==> src/hdl/yb2b_pkg.sv <==
// Shared types and constant chroma tables for the 4:2:0 block to BGRA converter.
// No dependencies.
`default_nettype none

package yb2b_pkg;

  localparam int CHROMA_OFFSET = 128;
  localparam int COEF_SCALE    = 10000;
  localparam int COEF_RV       = 14075;
  localparam int COEF_GV       = -7169;
  localparam int COEF_GU       = -3455;
  localparam int COEF_BU       = 17790;

  typedef logic signed [8:0] term_t;
  typedef logic signed [9:0] sum_t;
  typedef logic [255:0][8:0] rom_t;

  // load enables for the two register stages of a submodule
  typedef struct packed {
    logic load_a;
    logic load_b;
  } stage_ld_t;

  // trunc(coef * (i - 128) / 10000), toward zero
  function automatic rom_t build_rom(int coef);
    rom_t r;
    int   d;
    for (int i = 0; i < 256; i++) begin
      d = i - CHROMA_OFFSET;
      r[i] = 9'((coef * d) / COEF_SCALE);
    end
    return r;
  endfunction

  localparam rom_t RV_ROM = build_rom(COEF_RV);
  localparam rom_t GV_ROM = build_rom(COEF_GV);
  localparam rom_t GU_ROM = build_rom(COEF_GU);
  localparam rom_t BU_ROM = build_rom(COEF_BU);

endpackage

`default_nettype wire

==> src/hdl/yuv420_block_to_bgra_top.sv <==
// Channel | dir | handshake           | payload
// in      | in  | in_valid, in_stall  | four luma samples, chroma_u, chroma_v
// out     | out | out_valid, out_stall| blue/green/red of four pixels
//
// Four register stages: table lookup, green term sum, pixel sums, clamp.
// One block is taken every cycle while out_stall is low.
// A stage loads when it is empty or the stage after it moves; in_stall is high
// only when all four stages are full and out_stall is high.
// rst clears the stage valid bits only.
// Top level: pipeline control around yb2b_chroma and four yb2b_pixel units.
// Depends on yb2b_pkg, yb2b_chroma, yb2b_pixel.
`default_nettype none

module yuv420_block_to_bgra_top (
  input  wire logic       clk,
  input  wire logic       rst,
  input  wire logic       in_valid,
  output logic            in_stall,
  input  wire logic [7:0] luma_top_left,
  input  wire logic [7:0] luma_top_right,
  input  wire logic [7:0] luma_bottom_left,
  input  wire logic [7:0] luma_bottom_right,
  input  wire logic [7:0] chroma_u,
  input  wire logic [7:0] chroma_v,
  output logic            out_valid,
  input  wire logic       out_stall,
  output logic [7:0]      blue_top_left,
  output logic [7:0]      green_top_left,
  output logic [7:0]      red_top_left,
  output logic [7:0]      blue_top_right,
  output logic [7:0]      green_top_right,
  output logic [7:0]      red_top_right,
  output logic [7:0]      blue_bottom_left,
  output logic [7:0]      green_bottom_left,
  output logic [7:0]      red_bottom_left,
  output logic [7:0]      blue_bottom_right,
  output logic [7:0]      green_bottom_right,
  output logic [7:0]      red_bottom_right
);
  import yb2b_pkg::*;

  localparam int NSTG = 4;

  logic [NSTG-1:0] vld;
  logic [NSTG-1:0] adv;
  logic [NSTG-1:0] vld_next;

  stage_ld_t chroma_ld;
  stage_ld_t pixel_ld;

  logic [3:0][7:0] luma_a;
  logic [3:0][7:0] luma_b;
  logic [3:0][7:0] luma_in;
  logic [3:0][7:0] blue_o;
  logic [3:0][7:0] green_o;
  logic [3:0][7:0] red_o;

  term_t rv_term;
  sum_t  g_term;
  term_t bu_term;

  always_comb begin
    adv[NSTG-1] = !vld[NSTG-1] || !out_stall;
    for (int k = NSTG - 2; k >= 0; k--) begin
      adv[k] = !vld[k] || adv[k+1];
    end
    vld_next[0] = adv[0] ? in_valid : vld[0];
    for (int k = 1; k < NSTG; k++) begin
      vld_next[k] = adv[k] ? vld[k-1] : vld[k];
    end
  end

  always_ff @(posedge clk) begin
    if (rst) begin
      vld <= '0;
    end else begin
      vld <= vld_next;
    end
  end

  assign in_stall  = !adv[0];
  assign out_valid = vld[NSTG-1];

  assign chroma_ld.load_a = adv[0];
  assign chroma_ld.load_b = adv[1];
  assign pixel_ld.load_a  = adv[2];
  assign pixel_ld.load_b  = adv[3];

  assign luma_in = {luma_bottom_right, luma_bottom_left, luma_top_right, luma_top_left};

  always_ff @(posedge clk) begin
    if (adv[0]) begin
      luma_a <= luma_in;
    end
    if (adv[1]) begin
      luma_b <= luma_a;
    end
  end

  yb2b_chroma u_chroma (
    .clk      (clk),
    .ld       (chroma_ld),
    .chroma_u (chroma_u),
    .chroma_v (chroma_v),
    .rv_term  (rv_term),
    .g_term   (g_term),
    .bu_term  (bu_term)
  );

  for (genvar p = 0; p < 4; p++) begin : g_pix
    yb2b_pixel u_pixel (
      .clk     (clk),
      .ld      (pixel_ld),
      .luma    (luma_b[p]),
      .rv_term (rv_term),
      .g_term  (g_term),
      .bu_term (bu_term),
      .blue    (blue_o[p]),
      .green   (green_o[p]),
      .red     (red_o[p])
    );
  end

  assign blue_top_left      = blue_o[0];
  assign green_top_left     = green_o[0];
  assign red_top_left       = red_o[0];
  assign blue_top_right     = blue_o[1];
  assign green_top_right    = green_o[1];
  assign red_top_right      = red_o[1];
  assign blue_bottom_left   = blue_o[2];
  assign green_bottom_left  = green_o[2];
  assign red_bottom_left    = red_o[2];
  assign blue_bottom_right  = blue_o[3];
  assign green_bottom_right = green_o[3];
  assign red_bottom_right   = red_o[3];

`ifndef SYNTH
  // a free output side never backs up the input
  a_no_stall_when_free: assert property (@(posedge clk) disable iff (rst)
    !out_stall |-> !in_stall)
    else $error("in_stall while out_stall low");

  // input stalls only with a full pipe
  a_stall_only_full: assert property (@(posedge clk) disable iff (rst)
    in_stall |-> ((&vld) && out_stall))
    else $error("in_stall with a free stage");

  // a filled stage whose successor holds keeps its transfer
  a_stage_holds: assert property (@(posedge clk) disable iff (rst)
    (vld[1] && !adv[2]) |=> vld[1])
    else $error("stage 1 transfer dropped");
`endif

endmodule

`default_nettype wire

==> src/hdl/yb2b_chroma.sv <==
// Chroma path: table lookups, then the combined green term.
// Depends on yb2b_pkg.
`default_nettype none

module yb2b_chroma (
  input  wire logic             clk,
  input  wire yb2b_pkg::stage_ld_t ld,
  input  wire logic [7:0]       chroma_u,
  input  wire logic [7:0]       chroma_v,
  output yb2b_pkg::term_t       rv_term,
  output yb2b_pkg::sum_t        g_term,
  output yb2b_pkg::term_t       bu_term
);
  import yb2b_pkg::*;

  term_t rv_a;
  term_t gv_a;
  term_t gu_a;
  term_t bu_a;

  always_ff @(posedge clk) begin
    if (ld.load_a) begin
      rv_a <= term_t'(RV_ROM[chroma_v]);
      gv_a <= term_t'(GV_ROM[chroma_v]);
      gu_a <= term_t'(GU_ROM[chroma_u]);
      bu_a <= term_t'(BU_ROM[chroma_u]);
    end
  end

  always_ff @(posedge clk) begin
    if (ld.load_b) begin
      rv_term <= rv_a;
      g_term  <= sum_t'(gv_a) + sum_t'(gu_a);
      bu_term <= bu_a;
    end
  end

endmodule

`default_nettype wire

==> src/hdl/yb2b_pixel.sv <==
// One pixel: luma plus chroma terms, then clamp to 0..255.
// Depends on yb2b_pkg.
`default_nettype none

module yb2b_pixel (
  input  wire logic             clk,
  input  wire yb2b_pkg::stage_ld_t ld,
  input  wire logic [7:0]       luma,
  input  wire yb2b_pkg::term_t  rv_term,
  input  wire yb2b_pkg::sum_t   g_term,
  input  wire yb2b_pkg::term_t  bu_term,
  output logic [7:0]            blue,
  output logic [7:0]            green,
  output logic [7:0]            red
);
  import yb2b_pkg::*;

  sum_t y_ext;
  sum_t b_sum;
  sum_t g_sum;
  sum_t r_sum;

  function automatic logic [7:0] sat8(sum_t s);
    logic [7:0] r;
    if (s[9]) begin
      r = 8'd0;
    end else if (s[8]) begin
      r = 8'd255;
    end else begin
      r = s[7:0];
    end
    return r;
  endfunction

  assign y_ext = sum_t'({2'b00, luma});

  always_ff @(posedge clk) begin
    if (ld.load_a) begin
      b_sum <= y_ext + sum_t'(bu_term);
      g_sum <= y_ext + g_term;
      r_sum <= y_ext + sum_t'(rv_term);
    end
  end

  always_ff @(posedge clk) begin
    if (ld.load_b) begin
      blue  <= sat8(b_sum);
      green <= sat8(g_sum);
      red   <= sat8(r_sum);
    end
  end

endmodule

`default_nettype wire
==> config.mk <==
export PLATFORM = sky130hd
export DESIGN_NAME = yuv420_block_to_bgra_top
export DESIGN_NICKNAME = d
export VERILOG_FILES = /design/src/hdl/yb2b_pkg.sv /design/src/hdl/yuv420_block_to_bgra_top.sv /design/src/hdl/yb2b_chroma.sv /design/src/hdl/yb2b_pixel.sv
export SDC_FILE = /design/constraint.sdc
export NUM_CORES = 1
export LEC_CHECK = 0
export ABC_AREA = 0
export BUFFER_PORTS_ARGS = -buffer_cell sky130_fd_sc_hd__buf_2
export CORE_MARGIN = 8
export CORE_UTILIZATION = 60
export DETAILED_ROUTE_END_ITERATION = 10
export PLACE_DENSITY = 0.79
export SYNTH_ARGS = -nofsm -noshare
export SYNTH_HDL_FRONTEND = slang
export SYNTH_HIERARCHICAL = 1
export SYNTH_SLANG_ARGS = --single-unit
export TNS_END_PERCENT = 5
==> constraint.sdc <==
create_clock -name clk -period 13.5 [get_ports clk]
set_input_delay 0 -clock clk [delete_from_list [all_inputs] [get_ports clk]]
set_output_delay 0 -clock clk [all_outputs]
set_load 0.05 [all_outputs]
==> results.cfg, run 1 <==
[global_route]
grt_max_degree = 92
grt-ovfl-total = 0
grt_pass1_wl_mm = 93.2
grt_use_total = 0.268
grt_pass1_vias = 17100
grt_antenna_before_repair = 0

[route]
dr.pass1.iters = 6
ant_nets = 0
drc_errors = 0
via_per_inst = 6.48
routed_wl_mm = 59.5
wl_met2_mm = 28.4
wl_per_cell_um = 21.8
highest_layer = met4
vias = 17700
dr_wl_met3_mm = 4.93
wl_met1_mm = 23.2
drtIter0Drc = 2029

[sta]
hold_viol_final = 0
period_minus_slack_ns = 2.64
fmax_mhz = 379
maxSlewViolCount = 0
tns_ns = 0
setup_violations = 0
worst_slew_pin_slew_ns = 1.12
rsz0062_at_grt = false
setup_ws_ns = 10.86
timing.final.crit_share = 0.196
clock_skew_ns = 0.0226
slew_headroom = 0.252

[floorplan]
die_h_um = 207
die_x_um = 207
dieArea_mm2 = 0.0430
fp.coreArea_mm2 = 0.0363
rows = 70
start_util = 0.604
io_pins = 150

[worst_hold_path]
hold_path_depth = 2
min_path_type = in2reg
hp-start = chroma_u[7]
hold_end = u_chroma/gu_a[3]$_DFFE_PP_

[pwr]
swShare = 0.371
p_clk_frac = 0.235
power_leakage_nw = 9.55
fin_total_pwr_mw = 4.18
p_comb_frac = 0.350
pwr-share-seq = 0.415
p_switching_mw = 1.55
power-per-cell-area_mw_per_mm2 = 173
ir_worst_vdd_v = 0.0000858
intPower_mw = 2.62

[placement]
dp_hpwl_mm = 40.6
portBuffers = 149
place_ws_ns = 10.40
dpl_cell_area_mm2 = 0.0226
place_congestion = 0.931

[synthesis]
synthMostInstantiatedCell = nor2_1
ys.flop_type = edfxtp_1
avgSynthCellArea_um2 = 10.2
async_flop_share = 0
ys_types = 93
syn_inst = 2156
yosys-top-cells-count = nor2_1, edfxtp_1, a21oi_1, o21ai_0, ha_1
yosys_warnings = 6
synth_seq_cells = 345
synth_area_mm2 = 0.0219
synth_enable_flop_cells = 341
synth.top_cell.area_share = 0.467
yosysSeqAreaShare = 0.470
synth_nets = 2345
synth_top_area_cell = edfxtp_1
ys_top_cells_by_area = edfxtp_1, ha_1, nor2_1, a21oi_1, o21ai_0

[setup_path]
r2r-end = luma_a[21]$_DFFE_PP_
r2r_cells = 4
rrSetupSlack_ns = 10.92
crit_required_ns = 13.76
r2r-start = vld[3]$_SDFFE_PP0P_
startpoint = chroma_v[4]
worstSetupPathType = in2reg
arrival_ns = 2.90
cp-start-kind = primary input
endpoint_kind = register
crit_fanout = 67

[cts]
cts_num_sinks = 345
clock_latency_ns = 0.52
path_clk_slew_ns = 0.07
cts_buffers = 35
root_buffer = clkbuf_16
cts_tree = built
htree_levels = 2
cts_setup_buffers = 0
cts.hold.buffers_added = 35
cts_resized = 0
clockBufferDepth = 3

[final_layout]
nNetsFinal = 2430
multi_input_area_mm2 = 0.0106
area_delta_synth_final_pct = 10.0
fillers = 2775
drive_above_1_share = 0.135
stdcell_area_mm2 = 0.0242
antennaDiodeCount = 0
seq_area_mm2 = 0.0103

[status]
status = complete, no violations

[job]
cap_violations = 0
cell families after synthesis:
group                      synth area share
and+or+nand+nor                       0.142
AOI/OAI and AO/OA                     0.192
DFF                                   0.470
buffers and inverters                0.0492
adders and majority gates            0.0825
xor gates and xnor gates             0.0359
muxes                                0.0279
per-stage QoR:
| stage | utilization | instances | hold WS, ns |
|---|---|---|---|
| 4_1_cts | 0.665 | 2731 | 0.0430 |
| 3_5_place_dp | 0.623 | 2637 | 0.178 |
| 5_1_grt | 0.665 | 2731 | 0.112 |
| 2_1_floorplan | - | 2156 | 0.0691 |
| 6_report | 0.665 | 2731 | 0.0961 |
| 3_3_place_gp | 0.623 | 2637 | 0.177 |
placed cells by master, fill, tap and decap left out, types with 21 or more instances in the layout:
cell | Yosys | layout
a211oi_1 | 29 | 29
a21o_1 | 21 | 21
a21oi_1 | 145 | 145
a31oi_1 | 25 | 25
buf_2 | 58 | 149
clkbuf_16 | 0 | 37
dlygate4sd3_1 | 0 | 35
edfxtp_1 | 341 | 341
ha_1 | 124 | 124
inv_1 | 79 | 79
mux2i_1 | 24 | 24
nand2_1 | 105 | 104
nand2b_1 | 29 | 29
nand3_1 | 51 | 50
nor2_1 | 352 | 352
nor2b_1 | 30 | 30
nor3_1 | 39 | 39
o211ai_1 | 33 | 33
o21a_1 | 23 | 23
o21ai_0 | 133 | 133
xnor2_1 | 69 | 69
xor2_1 | 21 | 21
power by group through the flow:
stage | Clock [mW] | Sequential, mW | Combinational [mW]
after floorplan | 0 | 2.04 | 0.778
after CTS | 0.996 | 1.73 | 1.45
after detailed placement | 0 | 1.75 | 1.43
final | 0.983 | 1.73 | 1.46
after global routing | 1.04 | 1.76 | 1.57
after global placement | 0 | 1.74 | 1.40
how the worst max path moves through the flow:
stage | end | cells after the start
floorplan | g_pix[0].u_pixel/b_sum[0]$_DFFE_PP_ | 1
global placement | u_chroma/gv_a[0]$_DFFE_PP_ | 7
detailed placement | u_chroma/gv_a[0]$_DFFE_PP_ | 9
CTS | luma_a[17]$_DFFE_PP_ | 4
global route | u_chroma/gv_a[0]$_DFFE_PP_ | 9
finish | u_chroma/gv_a[0]$_DFFE_PP_ | 7
layer usage:
metal | vias to the layer above | GRT usage
met1 | 8391 | 0.333
met4 | 0 | 0.134
met3 | 186 | 0.0432
met5 | - | 0
met2 | 961 | 0.450
li1 | 8152 | -
critical path, stage by stage:
cell	delay, ns
buf_2	0.07
buf_4	0.54
clkinv_1	0.94
a31o_2	0.52
a311oi_1	0.24
a311oi_1	0.07
or4_1	0.50
layout make-up:
type                    count  area share
clock inverters            14     0.00720
clock buffers              45      0.0408
inverters                  85      0.0132
flip-flops and latches    345       0.427
multi-input cells        1576       0.438
repair buffers            198      0.0497
well taps                 468      0.0242
flip-flops by register name, indices dropped and copies added (netlist names):
signal,cells
u_chroma/bu_term,9
luma_a,32
u_chroma/gv_a,8
u_chroma/gu_a,7
u_chroma/rv_a,9
u_chroma/rv_term,9
g_pix.u_pixel/g_sum,40
g_pix.u_pixel/blue,32
u_chroma/g_term,10
g_pix.u_pixel/red,32
g_pix.u_pixel/green,32
g_pix.u_pixel/r_sum,40
vld,4
luma_b,32
u_chroma/bu_a,9
g_pix.u_pixel/b_sum,40
(Power assumes the default switching activity.)
==> run 2: changes to the inputs <==
==> constraint.sdc (replaced) <==
create_clock -name clk -period 2.6 [get_ports clk]
set_input_delay 0 -clock clk [delete_from_list [all_inputs] [get_ports clk]]
set_output_delay 0 -clock clk [all_outputs]
set_load 0.05 [all_outputs]
==> results.cfg, run 2 (synthesis results as in run 1) <==
[final_layout]
area_delta_synth_final_pct = 12.5
top_regs = g_pix.u_pixel/b_sum: 40 flops, g_pix.u_pixel/g_sum: 40 flops, g_pix.u_pixel/r_sum: 40 flops
nNetsFinal = 2494
stdcell_area_mm2 = 0.0247
most-common-layout-cells = nor2_1, edfxtp_1, buf_2
final_common_cell = nor2_1
antennaDiodeCount = 0
drive_above_1_share = 0.157
fillers = 2711

[sta]
fmax_mhz = 414
maxSlewViolCount = 0
slew_headroom = 0.403
hold_viol_final = 0
clock_skew_ns = 0.0196
period_minus_slack_ns = 2.41
setup_violations = 0
worst_slew_pin_slew_ns = 0.896
hold_slack_ns = 0.0711
setup_ws_ns = 0.187
rsz0062_at_grt = false
timing.final.crit_share = 0.928

[setup_path]
r2r_cells = 6
endpoint_kind = register
arrival_ns = 2.66
cp-start-kind = register
worstSetupPathType = reg2reg
r2r-start = u_chroma/bu_term[1]$_DFFE_PP_
crit_required_ns = 2.85
crit_fanout = 8
rrSetupSlack_ns = 0.19
r2r-end = g_pix[0].u_pixel/b_sum[8]$_DFFE_PP_

[global_route]
grt_use_total = 0.272
grt_max_degree = 122
grt_antenna_before_repair = 0
grt_pass1_vias = 17400
grt-ovfl-total = 0
grt_pass1_wl_mm = 94.5

[cts]
cts_resized = 0
clock_latency_ns = 0.52
htree_levels = 2
cts_buffers = 35
cts_tree = built
path_clk_slew_ns = 0.06
cts_num_sinks = 345
root_buffer = clkbuf_16
clockBufferDepth = 3

[pwr]
power_leakage_nw = 9.87
ir_worst_vdd_v = 0.000421
power-per-cell-area_mw_per_mm2 = 870
fin_total_pwr_mw = 21.5

[route]
vias = 17800
dr.pass1.iters = 6
drtIter0Drc = 1978
drc_errors = 0
via_per_inst = 6.38
wl_per_cell_um = 21.7
routed_wl_mm = 60.8
ant_nets = 0

[placement]
place_ws_ns = 0.142
dpl_cell_area_mm2 = 0.0232
dp_hpwl_mm = 43.7
portBuffers = 149
place_congestion = 0.970

[floorplan]
rows = 70
die_h_um = 207
dieArea_mm2 = 0.0430
die_x_um = 207
start_util = 0.604
fp.coreArea_mm2 = 0.0363
io_pins = 150

[worst_hold_path]
min_path_type = in2reg
hold_end = u_chroma/rv_a[1]$_DFFE_PP_
hold_path_depth = 3
hp-start = chroma_v[6]

[job]
cap_violations = 0

[status]
status = complete, no violations
-- run 2: how the worst max path moves through the flow --
stage               slack [ns]  cells after the start                                  end                          start
CTS                       0.20                      6  g_pix[0].u_pixel/b_sum[8]$_DFFE_PP_  u_chroma/bu_term[1]$_DFFE_PP_
global placement          0.15                      9           u_chroma/gv_a[0]$_DFFE_PP_                    chroma_v[0]
detailed placement        0.14                      9           u_chroma/gv_a[0]$_DFFE_PP_                    chroma_v[0]
finish                    0.19                      6  g_pix[0].u_pixel/b_sum[8]$_DFFE_PP_  u_chroma/bu_term[1]$_DFFE_PP_
floorplan                -0.79                      1  g_pix[0].u_pixel/b_sum[0]$_DFFE_PP_            vld[3]$_SDFFE_PP0P_
global route              0.02                      9         u_chroma/g_term[6]$_DFFE_PP_     u_chroma/gv_a[0]$_DFFE_PP_
-- run 2: worst max-delay path, cell delays in order, from the launching register on --
cell and delay (ns):
edfxtp_1 0.63, fa_1 0.55, a21o_1 0.22, a221oi_2 0.34, o21bai_1 0.13, a21oi_2 0.18, xnor2_1 0.08
-- run 2: cell type report --
type / count / area (um^2) / share of cell area
Clock buffer: 43 / 916 / 0.0371
Timing Repair Buffer: 262 / 1800 / 0.0727
Clock inverter: 18 / 191 / 0.00775
Sequential cell: 345 / 10300 / 0.418
Multi-Input combinational cell: 1576 / 10600 / 0.428
Tap cell: 468 / 586 / 0.0237
Inverter: 85 / 319 / 0.0129
-- run 2: stage by stage --
stage,TNS [ns],utilization,std cells
2_1_floorplan,-212.02,-,2156
3_3_place_gp,0,0.639,2700
3_5_place_dp,0,0.639,2700
4_1_cts,0,0.680,2797
5_1_grt,0,0.680,2797
6_report,0,0.680,2797
-- run 2: routing by layer --
layer | vias up | wire length [um] | GRT usage
met5 | - | 0 | 0
met4 | 0 | 3560 | 0.152
met3 | 220 | 4430 | 0.0379
met2 | 919 | 29100 | 0.459
met1 | 8417 | 23700 | 0.335
li1 | 8275 | - | -
-- run 2: power by group --
group / total (mW) / switching [mW] / leakage [nW] / internal [mW]
Sequential: 8.97 / 0.889 / 3.65 / 8.08
Combinational: 7.68 / 5.11 / 5.68 / 2.57
Clock: 4.85 / 2.02 / 0.541 / 2.83
Total: 21.5 / 8.03 / 9.87 / 13.5
-- run 2: timing repair --
action                                 in CTS  in global routing
endpoints found under the hold margin      37                  0
buffers inserted                            0                  0
hold buffers                               36                  0
